`config.mk`:
```
export PLATFORM = sky130hd
export DESIGN_NAME = group_top_bottom_mean_flat
export DESIGN_NICKNAME = d
export VERILOG_FILES = /design/src/hw/rtl/gtbm_pkg.sv /design/src/hw/rtl/gtbm_if.sv /design/src/hw/rtl/group_top_bottom_mean.sv /design/src/flat_wrapper.sv
export SDC_FILE = /design/constraint.sdc
export NUM_CORES = 2
export LEC_CHECK = 0
export BUFFER_PORTS_ARGS = -buffer_cell sky130_fd_sc_hd__buf_2
export CAP_MARGIN = 30
export CORE_ASPECT_RATIO = 1.75
export CORE_UTILIZATION = 55
export DETAILED_ROUTE_END_ITERATION = 12
export PLACE_DENSITY = 0.77
export SETUP_SLACK_MARGIN = 0.3
export SKIP_CTS_REPAIR_TIMING = 1
export SLEW_MARGIN = 0
export SYNTH_ARGS = -nofsm -noshare
export SYNTH_HDL_FRONTEND = slang
export SYNTH_SLANG_ARGS = --single-unit
```
`constraint.sdc`:
```
create_clock -name clk -period 5.9 [get_ports clk]
set_input_delay 1.18 -clock clk [delete_from_list [all_inputs] [get_ports clk]]
set_output_delay 1.18 -clock clk [all_outputs]
set_load 0.02 [all_outputs]
```
`src/hw/rtl/gtbm_pkg.sv`:
```
// Shared constants and types for the group top/bottom mean unit.
package gtbm_pkg;

  localparam int MAX_GROUP = 64;
  localparam int SCORE_W   = 32;
  localparam int CFG_W     = 7;
  localparam int COUNT_W   = 7;

  localparam logic [CFG_W-1:0] MIN_GROUP_RESET = 7'd3;

  typedef enum logic [2:0] {
    ST_IDLE,
    ST_SHIFT,
    ST_END,
    ST_SUM,
    ST_DIV,
    ST_OUT
  } gtbm_state_t;

endpackage

```
`src/hw/rtl/gtbm_if.sv`:
```
// Request and result channel interfaces for the group top/bottom mean unit.
interface gtbm_in_if;
  logic                                 valid;
  logic                                 ready;
  logic signed [gtbm_pkg::SCORE_W-1:0]  score;
  logic                                 last_in_group;

  modport source (output valid, output score, output last_in_group, input ready);
  modport sink   (input valid, input score, input last_in_group, output ready);
endinterface

interface gtbm_out_if;
  logic                                 valid;
  logic                                 ready;
  logic signed [gtbm_pkg::SCORE_W-1:0]  top_mean;
  logic signed [gtbm_pkg::SCORE_W-1:0]  bottom_mean;
  logic                                 group_valid;
  logic        [gtbm_pkg::COUNT_W-1:0]  member_count;
  logic                                 overflowed;

  modport source (output valid, output top_mean, output bottom_mean, output group_valid,
                  output member_count, output overflowed, input ready);
  modport sink   (input valid, input top_mean, input bottom_mean, input group_valid,
                  input member_count, input overflowed, output ready);
endinterface

```
`src/hw/rtl/group_top_bottom_mean.sv`:
```
// Top level of the group top/bottom mean unit.
// Scores are kept in ascending order in a single-port-read score memory: each accepted score
// is insertion-sorted into place, each held score greater than it moving up one entry,
// before the next request is taken, one memory read and write per cycle. At the end of a
// valid group of n scores the unit sweeps the memory once, then runs a one-bit-per-cycle
// restoring divider twice for the rounded means, with a check state before the sweep and an
// output state at the end. An invalid group skips the sweep and the divisions. A finished
// result waits in an output register while the next group's scores are taken. The memory
// needs no clearing after reset.
module group_top_bottom_mean #(
  parameter int MAX_GROUP = gtbm_pkg::MAX_GROUP
) (
  input  logic                           clk,
  input  logic                           rst_n,
  gtbm_in_if.sink                        in_ch,
  gtbm_out_if.source                     out_ch,
  input  logic                           cfg_we,
  input  logic [gtbm_pkg::CFG_W-1:0]     cfg_wdata
);

  localparam int CW  = $clog2(MAX_GROUP + 1);
  localparam int AW  = (MAX_GROUP > 1) ? $clog2(MAX_GROUP) : 1;
  localparam int SW  = gtbm_pkg::SCORE_W + CW;
  localparam int DCW = $clog2(SW + 1);
  localparam int VW  = (CW > gtbm_pkg::CFG_W) ? CW : gtbm_pkg::CFG_W;
  localparam int XW  = gtbm_pkg::SCORE_W;

  gtbm_pkg::gtbm_state_t state_r, state_nxt;

  logic [gtbm_pkg::CFG_W-1:0] min_r, min_nxt;
  logic [CW-1:0]        cnt_r, cnt_nxt;
  logic                 ovf_r, ovf_nxt;
  logic [CW-1:0]        kq_r, kq_nxt;
  logic [1:0]           kr_r, kr_nxt;
  logic signed [XW-1:0] v_r, v_nxt;
  logic [CW-1:0]        j_r, j_nxt;
  logic                 last_r, last_nxt;
  logic [CW-1:0]        sidx_r, sidx_nxt;
  logic                 pv_r, pv_nxt;
  logic [CW-1:0]        pidx_r, pidx_nxt;
  logic signed [SW-1:0] lo_r, lo_nxt;
  logic signed [SW-1:0] hi_r, hi_nxt;
  logic [SW-1:0]        dq_r, dq_nxt;
  logic [CW-1:0]        rem_r, rem_nxt;
  logic [DCW-1:0]       dcnt_r, dcnt_nxt;
  logic                 neg_r, neg_nxt;
  logic                 dsel_r, dsel_nxt;
  logic [XW-1:0]        top_res_r, top_res_nxt;
  logic [XW-1:0]        bot_res_r, bot_res_nxt;

  logic                 ov_r, ov_nxt;
  logic [XW-1:0]        otop_r, otop_nxt;
  logic [XW-1:0]        obot_r, obot_nxt;
  logic                 ogv_r, ogv_nxt;
  logic [gtbm_pkg::COUNT_W-1:0] omc_r, omc_nxt;
  logic                 oof_r, oof_nxt;
  logic                 gv_r, gv_nxt;

  // score memory
  logic [XW-1:0] mem [MAX_GROUP];
  logic [XW-1:0] rdata_r;
  logic          mem_we;
  logic [AW-1:0] mem_waddr;
  logic [XW-1:0] mem_wdata;
  logic [AW-1:0] mem_raddr;

  logic                 accept;
  logic signed [SW-1:0] ld_sum;
  logic                 ld_neg;
  logic [SW-1:0]        ld_mag;
  logic [CW:0]          div_t;
  logic                 div_ge;
  logic [SW-1:0]        q_signed;
  logic signed [SW-1:0] rd_ext;
  logic [CW-1:0]        nk;
  logic [CW-1:0]        jm1, jm2;

  assign in_ch.ready         = (state_r == gtbm_pkg::ST_IDLE);
  assign accept              = in_ch.valid && in_ch.ready;
  assign out_ch.valid        = ov_r;
  assign out_ch.top_mean     = otop_r;
  assign out_ch.bottom_mean  = obot_r;
  assign out_ch.group_valid  = ogv_r;
  assign out_ch.member_count = omc_r;
  assign out_ch.overflowed   = oof_r;

  assign ld_sum   = (state_r == gtbm_pkg::ST_SUM) ? hi_r : lo_r;
  assign ld_neg   = ld_sum[SW-1];
  assign ld_mag   = (ld_neg ? SW'(-ld_sum) : SW'(ld_sum)) + SW'(kq_r >> 1);
  assign div_t    = {rem_r, dq_r[SW-1]};
  assign div_ge   = div_t >= {1'b0, kq_r};
  assign q_signed = neg_r ? SW'(-dq_r) : dq_r;
  assign rd_ext   = SW'($signed(rdata_r));
  assign nk       = cnt_r - kq_r;
  assign jm1      = cnt_r - CW'(1);
  assign jm2      = j_r - CW'(2);

  always_ff @(posedge clk) begin
    if (mem_we) begin
      mem[mem_waddr] <= mem_wdata;
    end
    rdata_r <= mem[mem_raddr];
  end

  always_comb begin
    state_nxt   = state_r;
    min_nxt     = cfg_we ? cfg_wdata : min_r;
    cnt_nxt     = cnt_r;
    ovf_nxt     = ovf_r;
    kq_nxt      = kq_r;
    kr_nxt      = kr_r;
    v_nxt       = v_r;
    j_nxt       = j_r;
    last_nxt    = last_r;
    sidx_nxt    = sidx_r;
    pv_nxt      = 1'b0;
    pidx_nxt    = pidx_r;
    lo_nxt      = lo_r;
    hi_nxt      = hi_r;
    dq_nxt      = dq_r;
    rem_nxt     = rem_r;
    dcnt_nxt    = dcnt_r;
    neg_nxt     = neg_r;
    dsel_nxt    = dsel_r;
    top_res_nxt = top_res_r;
    bot_res_nxt = bot_res_r;
    gv_nxt      = gv_r;
    ov_nxt      = ov_r && !out_ch.ready;
    otop_nxt    = otop_r;
    obot_nxt    = obot_r;
    ogv_nxt     = ogv_r;
    omc_nxt     = omc_r;
    oof_nxt     = oof_r;
    mem_we      = 1'b0;
    mem_waddr   = j_r[AW-1:0];
    mem_wdata   = rdata_r;
    mem_raddr   = jm2[AW-1:0];

    unique case (state_r)
      gtbm_pkg::ST_IDLE: begin
        mem_raddr = jm1[AW-1:0];
        if (accept) begin
          last_nxt = in_ch.last_in_group;
          if (cnt_r != CW'(MAX_GROUP)) begin
            v_nxt     = in_ch.score;
            j_nxt     = cnt_r;
            cnt_nxt   = cnt_r + CW'(1);
            state_nxt = gtbm_pkg::ST_SHIFT;
            if (kr_r == 2'd0) begin
              kr_nxt = 2'd2;
            end else begin
              kr_nxt = kr_r - 2'd1;
              kq_nxt = kq_r + CW'(1);
            end
          end else begin
            // store full: drop the score
            ovf_nxt = 1'b1;
            if (in_ch.last_in_group) begin
              state_nxt = gtbm_pkg::ST_END;
            end
          end
        end
      end

      gtbm_pkg::ST_SHIFT: begin
        mem_we = 1'b1;
        if (j_r != '0 && $signed(rdata_r) > v_r) begin
          j_nxt = j_r - CW'(1);
        end else begin
          mem_wdata = v_r;
          state_nxt = last_r ? gtbm_pkg::ST_END : gtbm_pkg::ST_IDLE;
        end
      end

      gtbm_pkg::ST_END: begin
        gv_nxt = VW'(cnt_r) >= VW'(min_r);
        if (VW'(cnt_r) >= VW'(min_r)) begin
          sidx_nxt  = '0;
          lo_nxt    = '0;
          hi_nxt    = '0;
          state_nxt = gtbm_pkg::ST_SUM;
        end else begin
          top_res_nxt = '0;
          bot_res_nxt = '0;
          state_nxt   = gtbm_pkg::ST_OUT;
        end
      end

      gtbm_pkg::ST_SUM: begin
        mem_raddr = sidx_r[AW-1:0];
        if (sidx_r != cnt_r) begin
          pv_nxt   = 1'b1;
          pidx_nxt = sidx_r;
          sidx_nxt = sidx_r + CW'(1);
        end
        if (pv_r) begin
          if (pidx_r < kq_r) begin
            lo_nxt = lo_r + rd_ext;
          end
          if (pidx_r >= nk) begin
            hi_nxt = hi_r + rd_ext;
          end
        end else if (sidx_r == cnt_r) begin
          // start the top mean division
          dq_nxt    = ld_mag;
          neg_nxt   = ld_neg;
          rem_nxt   = '0;
          dcnt_nxt  = DCW'(SW);
          dsel_nxt  = 1'b0;
          state_nxt = gtbm_pkg::ST_DIV;
        end
      end

      gtbm_pkg::ST_DIV: begin
        if (dcnt_r != '0) begin
          rem_nxt  = div_ge ? CW'(div_t - {1'b0, kq_r}) : div_t[CW-1:0];
          dq_nxt   = {dq_r[SW-2:0], div_ge};
          dcnt_nxt = dcnt_r - DCW'(1);
        end else if (!dsel_r) begin
          top_res_nxt = q_signed[XW-1:0];
          dq_nxt      = ld_mag;
          neg_nxt     = ld_neg;
          rem_nxt     = '0;
          dcnt_nxt    = DCW'(SW);
          dsel_nxt    = 1'b1;
        end else begin
          bot_res_nxt = q_signed[XW-1:0];
          state_nxt   = gtbm_pkg::ST_OUT;
        end
      end

      gtbm_pkg::ST_OUT: begin
        // hold until the output register is free
        if (!ov_r || out_ch.ready) begin
          ov_nxt    = 1'b1;
          otop_nxt  = top_res_r;
          obot_nxt  = bot_res_r;
          ogv_nxt   = gv_r;
          omc_nxt   = gtbm_pkg::COUNT_W'(cnt_r);
          oof_nxt   = ovf_r;
          cnt_nxt   = '0;
          ovf_nxt   = 1'b0;
          kq_nxt    = '0;
          kr_nxt    = 2'd2;
          state_nxt = gtbm_pkg::ST_IDLE;
        end
      end

      default: begin
        state_nxt = gtbm_pkg::ST_IDLE;
      end
    endcase
  end

  always_ff @(posedge clk) begin
    if (!rst_n) begin
      state_r <= gtbm_pkg::ST_IDLE;
      min_r   <= gtbm_pkg::MIN_GROUP_RESET;
      cnt_r   <= '0;
      ovf_r   <= 1'b0;
      kq_r    <= '0;
      kr_r    <= 2'd2;
      pv_r    <= 1'b0;
      ov_r    <= 1'b0;
    end else begin
      state_r <= state_nxt;
      min_r   <= min_nxt;
      cnt_r   <= cnt_nxt;
      ovf_r   <= ovf_nxt;
      kq_r    <= kq_nxt;
      kr_r    <= kr_nxt;
      pv_r    <= pv_nxt;
      ov_r    <= ov_nxt;
    end
  end

  always_ff @(posedge clk) begin
    v_r       <= v_nxt;
    j_r       <= j_nxt;
    last_r    <= last_nxt;
    sidx_r    <= sidx_nxt;
    pidx_r    <= pidx_nxt;
    lo_r      <= lo_nxt;
    hi_r      <= hi_nxt;
    dq_r      <= dq_nxt;
    rem_r     <= rem_nxt;
    dcnt_r    <= dcnt_nxt;
    neg_r     <= neg_nxt;
    dsel_r    <= dsel_nxt;
    top_res_r <= top_res_nxt;
    bot_res_r <= bot_res_nxt;
    gv_r      <= gv_nxt;
    otop_r    <= otop_nxt;
    obot_r    <= obot_nxt;
    ogv_r     <= ogv_nxt;
    omc_r     <= omc_nxt;
    oof_r     <= oof_nxt;
  end

endmodule

```
`src/flat_wrapper.sv`:
```
// flat-port wrapper written by rule: the top's interface ports become plain ports
module group_top_bottom_mean_flat 
#(
  parameter int MAX_GROUP = gtbm_pkg::MAX_GROUP
)
  (clk, rst_n, cfg_we, cfg_wdata, in_ch_valid, in_ch_score, in_ch_last_in_group, in_ch_ready, out_ch_valid, out_ch_top_mean, out_ch_bottom_mean, out_ch_group_valid, out_ch_member_count, out_ch_overflowed, out_ch_ready);
  gtbm_in_if in_ch_i ();
  gtbm_out_if out_ch_i ();
  input  logic clk;
  input  logic rst_n;
  input  logic cfg_we;
  input  logic [gtbm_pkg::CFG_W-1:0] cfg_wdata;
  input wire logic [$bits(in_ch_i.valid)-1:0] in_ch_valid;
  input wire logic [$bits(in_ch_i.score)-1:0] in_ch_score;
  input wire logic [$bits(in_ch_i.last_in_group)-1:0] in_ch_last_in_group;
  output wire logic [$bits(in_ch_i.ready)-1:0] in_ch_ready;
  output wire logic [$bits(out_ch_i.valid)-1:0] out_ch_valid;
  output wire logic [$bits(out_ch_i.top_mean)-1:0] out_ch_top_mean;
  output wire logic [$bits(out_ch_i.bottom_mean)-1:0] out_ch_bottom_mean;
  output wire logic [$bits(out_ch_i.group_valid)-1:0] out_ch_group_valid;
  output wire logic [$bits(out_ch_i.member_count)-1:0] out_ch_member_count;
  output wire logic [$bits(out_ch_i.overflowed)-1:0] out_ch_overflowed;
  input wire logic [$bits(out_ch_i.ready)-1:0] out_ch_ready;
  assign in_ch_i.valid = in_ch_valid;
  assign in_ch_i.score = in_ch_score;
  assign in_ch_i.last_in_group = in_ch_last_in_group;
  assign in_ch_ready = in_ch_i.ready;
  assign out_ch_valid = out_ch_i.valid;
  assign out_ch_top_mean = out_ch_i.top_mean;
  assign out_ch_bottom_mean = out_ch_i.bottom_mean;
  assign out_ch_group_valid = out_ch_i.group_valid;
  assign out_ch_member_count = out_ch_i.member_count;
  assign out_ch_overflowed = out_ch_i.overflowed;
  assign out_ch_i.ready = out_ch_ready;
  group_top_bottom_mean #(.MAX_GROUP(MAX_GROUP)) u_core (.clk(clk), .rst_n(rst_n), .in_ch(in_ch_i), .out_ch(out_ch_i), .cfg_we(cfg_we), .cfg_wdata(cfg_wdata));
endmodule
```
Word-level counts from Yosys, hierarchy flattened. Memories as Yosys holds them, arrays and structs flattened. A register that Yosys moved wholly into a read port is not among the register bits. Cells that the tools add are included.

Word-level logic and storage cells: 197. Flip-flop bits (word level): 353. Bits in writable memories: 2048. Input bits: 45. Memories: 1.

Add/sub/neg operators: 15. Reductions and logical operators: 33. Multiplexer cells: 87. Equality and inequality tests: 28. Magnitude comparators: 5.

Memory list: u_core.mem (words 64, bits a word 32, rd ports 1, clocked after memory_dff 1, write ports 1, RTL line group_top_bottom_mean.sv:60) `logic [XW-1:0] mem [MAX_GROUP];`.

Operators by type and width (count): 39-bit 2-to-1 mux (11); 32-bit 2-to-1 mux (8); 39-bit case mux with 2 select lines (3); 32-bit case mux with 2 select lines (2); 7-bit 2-to-1 mux (16); 39-bit by 32-bit adder with 39-bit output (2); 7-bit case mux with 2 select lines (5); 39-bit by 6-bit adder with 39-bit output (1); 39-bit negation (1); 4-bit AND reduction (9); 32-bit > comparator (1); 32-bit negation (1); 3-bit 2-to-1 mux (10); 2-bit != test (second input constant) (13); 6-bit 2-to-1 mux (4); 6-bit case mux with 2 select lines (2); 7-bit by 1-bit adder with 7-bit output (second input constant) (3); 3-bit case mux with 6 select lines (1); 1-bit 2-to-1 mux (16); 7-bit greater-or-equal comparator (2); 7-bit subtractor (2); 6-bit by 1-bit subtractor with 6-bit output (second input constant) (2); 2-bit 2-to-1 mux (5); 2-bit by 1-bit != test with 1-bit output (second input constant) (5); other kinds (26) (43).

Depth between registers and ports, before layout.
Depth after elaboration: 8. Gate-level depth with buffers: 25. Depth with buffers taken out: 17.

Worst setup path after synthesis. Ideal clock, no wire load.

Kind: reg-to-reg. Start: reg u_core.state_r[2]. End: reg u_core.dq_r[37] (data pin). Arrival time: 5598 ps. Buffers on the path: 9. Setup slack: 38 ps. Stages on the path, launching flop included: 23. Path through: dfxtp_1 nand3b_2 buf_4 buf_6 buf_4 buf_2 buf_2 buf_1 buf_1 mux2i_1 ha_1 or4b_1 or4_4 buf_6 a22o_1 buf_6 nor3_4 a211oi_2 or2_1 or4_4 nor4b_4 xnor2_1 o21ai_1.

Cells in the longest elaborated chain, start to end: 8.

Ends and longest elaborated chain: start, declared (RTL line group_top_bottom_mean.sv:28) `gtbm_pkg::gtbm_state_t state_r, state_nxt;`; start signal, assigned (RTL line group_top_bottom_mean.sv:257) `state_r <= gtbm_pkg::ST_IDLE;`; start signal, assigned (RTL line group_top_bottom_mean.sv:266) `state_r <= state_nxt;`; 3-bit by 2-bit == test with 1-bit output (RTL line group_top_bottom_mean.sv:87, group_top_bottom_mean.sv:139); 39-bit 2-to-1 mux (RTL line group_top_bottom_mean.sv:87) `assign ld_sum = (state_r == gtbm_pkg::ST_SUM) ? hi_r : lo_r;`; 39-bit negation (RTL line group_top_bottom_mean.sv:89) `assign ld_mag = (ld_neg ? SW'(-ld_sum) : SW'(ld_sum)) + SW'(kq_r >> 1);`; 39-bit 2-to-1 mux (RTL line group_top_bottom_mean.sv:89); 39-bit by 6-bit adder with 39-bit output (RTL line group_top_bottom_mean.sv:89); 39-bit 2-to-1 mux, on equally long branches (RTL line group_top_bottom_mean.sv:219, group_top_bottom_mean.sv:203); 39-bit 2-to-1 mux, on equally long branches (RTL line group_top_bottom_mean.sv:215, group_top_bottom_mean.sv:196); 39-bit case mux with 2 select lines * (RTL line group_top_bottom_mean.sv:139) `unique case (state_r)`; via u_core.dq_nxt[37] (RTL line group_top_bottom_mean.sv:43) `logic [SW-1:0] dq_r, dq_nxt;`; end signal, assigned (RTL line group_top_bottom_mean.sv:285) `dq_r <= dq_nxt;`; end, declared (RTL line group_top_bottom_mean.sv:43).

The timed path passes the listed nets; every way through them passes the cells marked *. The select of a mux whose other input is x is not followed. A chain may end at the register's enable or synchronous reset.

Final worst setup path.
Start: reg u_core.state_r[1]. End: reg u_core.dq_r[37] (data pin).

Same word-level chain as after synthesis.

==> flow_summary.toml <==
[sta]
drv_slew = 0
slew_headroom_pct = 27.8
finalHoldViolCount = 0
post-route-period-util_pct = 85.9
fin_crit_ns = 5.07
report.final.setup_viol = 0
clock_skew_ns = 0.0601
layout_setup_ws_ns = 0.832
fmax_mhz = 197
tightest_slew_ns = 1.08
tns_ns = 0
rsz0062_at_grt = "no"

[drt]
first_iter_violations = 5285
drtPass1Iterations = 6
wl_per_cell_um = 28.6
wl_um = 246000
post-route-drc-count = 0
dr_total_vias = 55900
via_per_inst = 6.50
ant_nets = 0

[synth]
synth_cell_types = 93
synth_top_area_cell = "edfxtp_1"
yosys.area.top_type_share_pct = 70.2
synth_ff_type = "edfxtp_1"
synth_warnings = 0
synthCells = 5765
synth_most_common_cell = "edfxtp_1"
synth_edf_count = 2372
synthesis.nets = 5979
ys_ff_latch = 2433
syn-cell-area_mm2 = 0.101
ys_seq_area_share_pct = 71.4
syn_area_per_cell_um2 = 17.6
ys_top_cells_by_count = "2372 x edfxtp_1, 513 x mux4_2, 408 x nand2_1"
synthArstFlopShare_pct = 0
synthTopCellsByArea = "edfxtp_1 70%, mux4_2 11%, ha_1 2.0%"

[floorplanning]
core-area_mm2 = 0.183
die_h_um = 570
die_w_um = 327
dieArea_mm2 = 0.186
ios = 120
initial_utilization_pct = 55.3
num_rows = 208

[run_status]
status = "complete, no violations"

[cells_and_area]
area_growth_pct = 11.7
drive_above_1_share_pct = 21.0
final_area_mm2 = 0.113
nets = 6242
n_fill_cell = 12300

[grt]
antenna_found_initial = 4
grt_max_degree = 115
grt_remaining_overflow = 0
track_usage_pct = 26.3
grt_pass1_wl_um = 363000
grt_pass1_vias = 57900

[placed_design]
dpl-instance-area_mm2 = 0.107
globalplace.congestion = 0.909
io_buffer_count = 119
hpwl_um = 155000
place_ws_ns = 0.910

[setup_path]
crit_path_end_kind = "register"
cp_data_required_time_ns = 6.45
r2r_end = "u_core.dq_r[37]"
reg2reg_setup_slack_ns = 0.83
worstPathArrival_ns = 5.62
cp_max_fo = 16
startpoint_type = "register"
criticalPathCategory = "reg -> reg"
r2r_start = "u_core.state_r[1]"
r2r.worst_path.cells = 13

[pwr]
ir_worst_vdd_uv = 593
p_leak_nw = 37.0
total_power_mw = 63.3
powerDensity_mw_per_mm2 = 559

[cts]
clock_latency_ns = 0.85
cts_tree = "built"
cts-root-buf = "clkbuf_16"
ctsHtreeMaxLevel = 4
clk_pin_slew_ns = 0.07
cts_sinks = 2433
clk_path_buf_depth = 4
numCtsBuffers = 199

[run]
drv_cap = 0

[min_path]
hp-class = "reg -> reg"
whs_endpoint = "u_core.out_ch.top_mean[12]"
whs_path_depth = 0
hp-start = "u_core.top_res_r[12]"
state kept, by name, summed over array words and instances (netlist names), 32 cells and up:
| register | count |
|---|---|
| u_core.out_ch.bottom_mean | 32 |
| u_core.hi_r | 39 |
| u_core.v_r | 32 |
| u_core.top_res_r | 32 |
| u_core.out_ch.top_mean | 32 |
| u_core.lo_r | 39 |
| u_core.rdata_r | 32 |
| u_core.bot_res_r | 32 |
| u_core.mem | 2048 |
| u_core.dq_r | 39 |
cells in the final DEF (no fill, tap or decap), types with 41 or more instances in the layout:
master / instances
edfxtp_1: 2372
mux4_2: 513
nand2_1: 408
nor2_1: 258
clkbuf_16: 200
buf_4: 183
a21oi_1: 182
a211oi_1: 175
ha_1: 164
and2_1: 145
buf_2: 120
xor2_1: 110
o21ai_0: 103
xnor2_1: 96
inv_1: 85
a31oi_1: 81
a21o_1: 72
a311oi_1: 68
nor2_4: 65
dfxtp_1: 61
mux2i_1: 53
nor3_1: 48
buf_12: 45
nand3_1: 41
through the flow:
| step | hold slack, ns | util, % | instances |
|---|---|---|---|
| 6_report | 0.406 | 61.8 | 8596 |
| 5_1_grt | 0.424 | 61.8 | 8596 |
| 4_1_cts | 0.417 | 61.7 | 8587 |
| 3_5_place_dp | 0.405 | 58.3 | 8234 |
| 3_3_place_gp | 0.401 | 58.1 | 8220 |
| 2_1_floorplan | 0.400 | - | 5765 |
worst max-delay path by stage:
stage                            from              end  slack [ns]
global placement    u_core.state_r[1]  u_core.dq_r[32]        0.99
floorplan           u_core.state_r[2]  u_core.dq_r[37]        0.35
CTS                 u_core.state_r[1]  u_core.dq_r[37]        0.91
detailed placement  u_core.state_r[1]  u_core.dq_r[37]        0.91
global route        u_core.state_r[1]  u_core.dq_r[34]        0.56
finish              u_core.state_r[1]  u_core.dq_r[37]        0.83
cells by family (layout without fill, tap and decap cells):
logic type / Yosys count / in the layout / share of synthesized area, %
fa+ha+maj: 169 / 169 / 2.12
mux: 604 / 604 / 12.3
buf+inv: 378 / 793 / 1.46
flops: 2433 / 2433 / 71.4
simple gates: 1153 / 1153 / 5.39
xor+xnor: 206 / 206 / 1.78
other cells: 0 / 1 / 0
compound gates: 822 / 822 / 5.47
cell type report:
cell class	count	area [um^2]	area share, %
Antenna cell	1	2.50	0.00221
Inverter	88	330	0.292
Clock buffer	246	5260	4.64
Tap cell	2415	3020	2.67
Timing Repair Buffer	352	2950	2.60
Clock inverter	107	1100	0.971
Sequential cell	2433	72400	64.0
Multi-Input combinational cell	2954	28100	24.9
power by group:
part / total, mW / switching (mW) / internal, mW
combinational: 26.3 / 16.1 / 10.2
sequential: 23.8 / 0.556 / 23.2
clock: 13.3 / 6.03 / 7.23
total: 63.3 / 22.7 / 40.6
critical path, cell delays in order (launching register included):
cell       delay (ns)
dfxtp_1          0.67
nand3b_4         0.20
mux2i_1          0.23
ha_1             0.27
or4b_1           0.52
or4_1            0.64
and2_4           0.24
a2111oi_4        0.54
a31oi_1          0.18
xor2_1           0.20
or4_4            0.59
nor4b_4          0.28
xnor2_1          0.14
o21ai_1          0.07
routing by layer:
metal | part of all wire, % | track usage, % | routed length (um) | vias up
met1 | 33 | 29.0 | 81400 | 28800
met3 | 6.2 | 2.89 | 15200 | 771
li1 | - | - | - | 23600
met5 | 0 | 0 | 0 | -
met2 | 55 | 49.5 | 136000 | 2799
met4 | 5.6 | 13.4 | 13800 | 0
No activity file was read; power rests on OpenSTA's default activity.
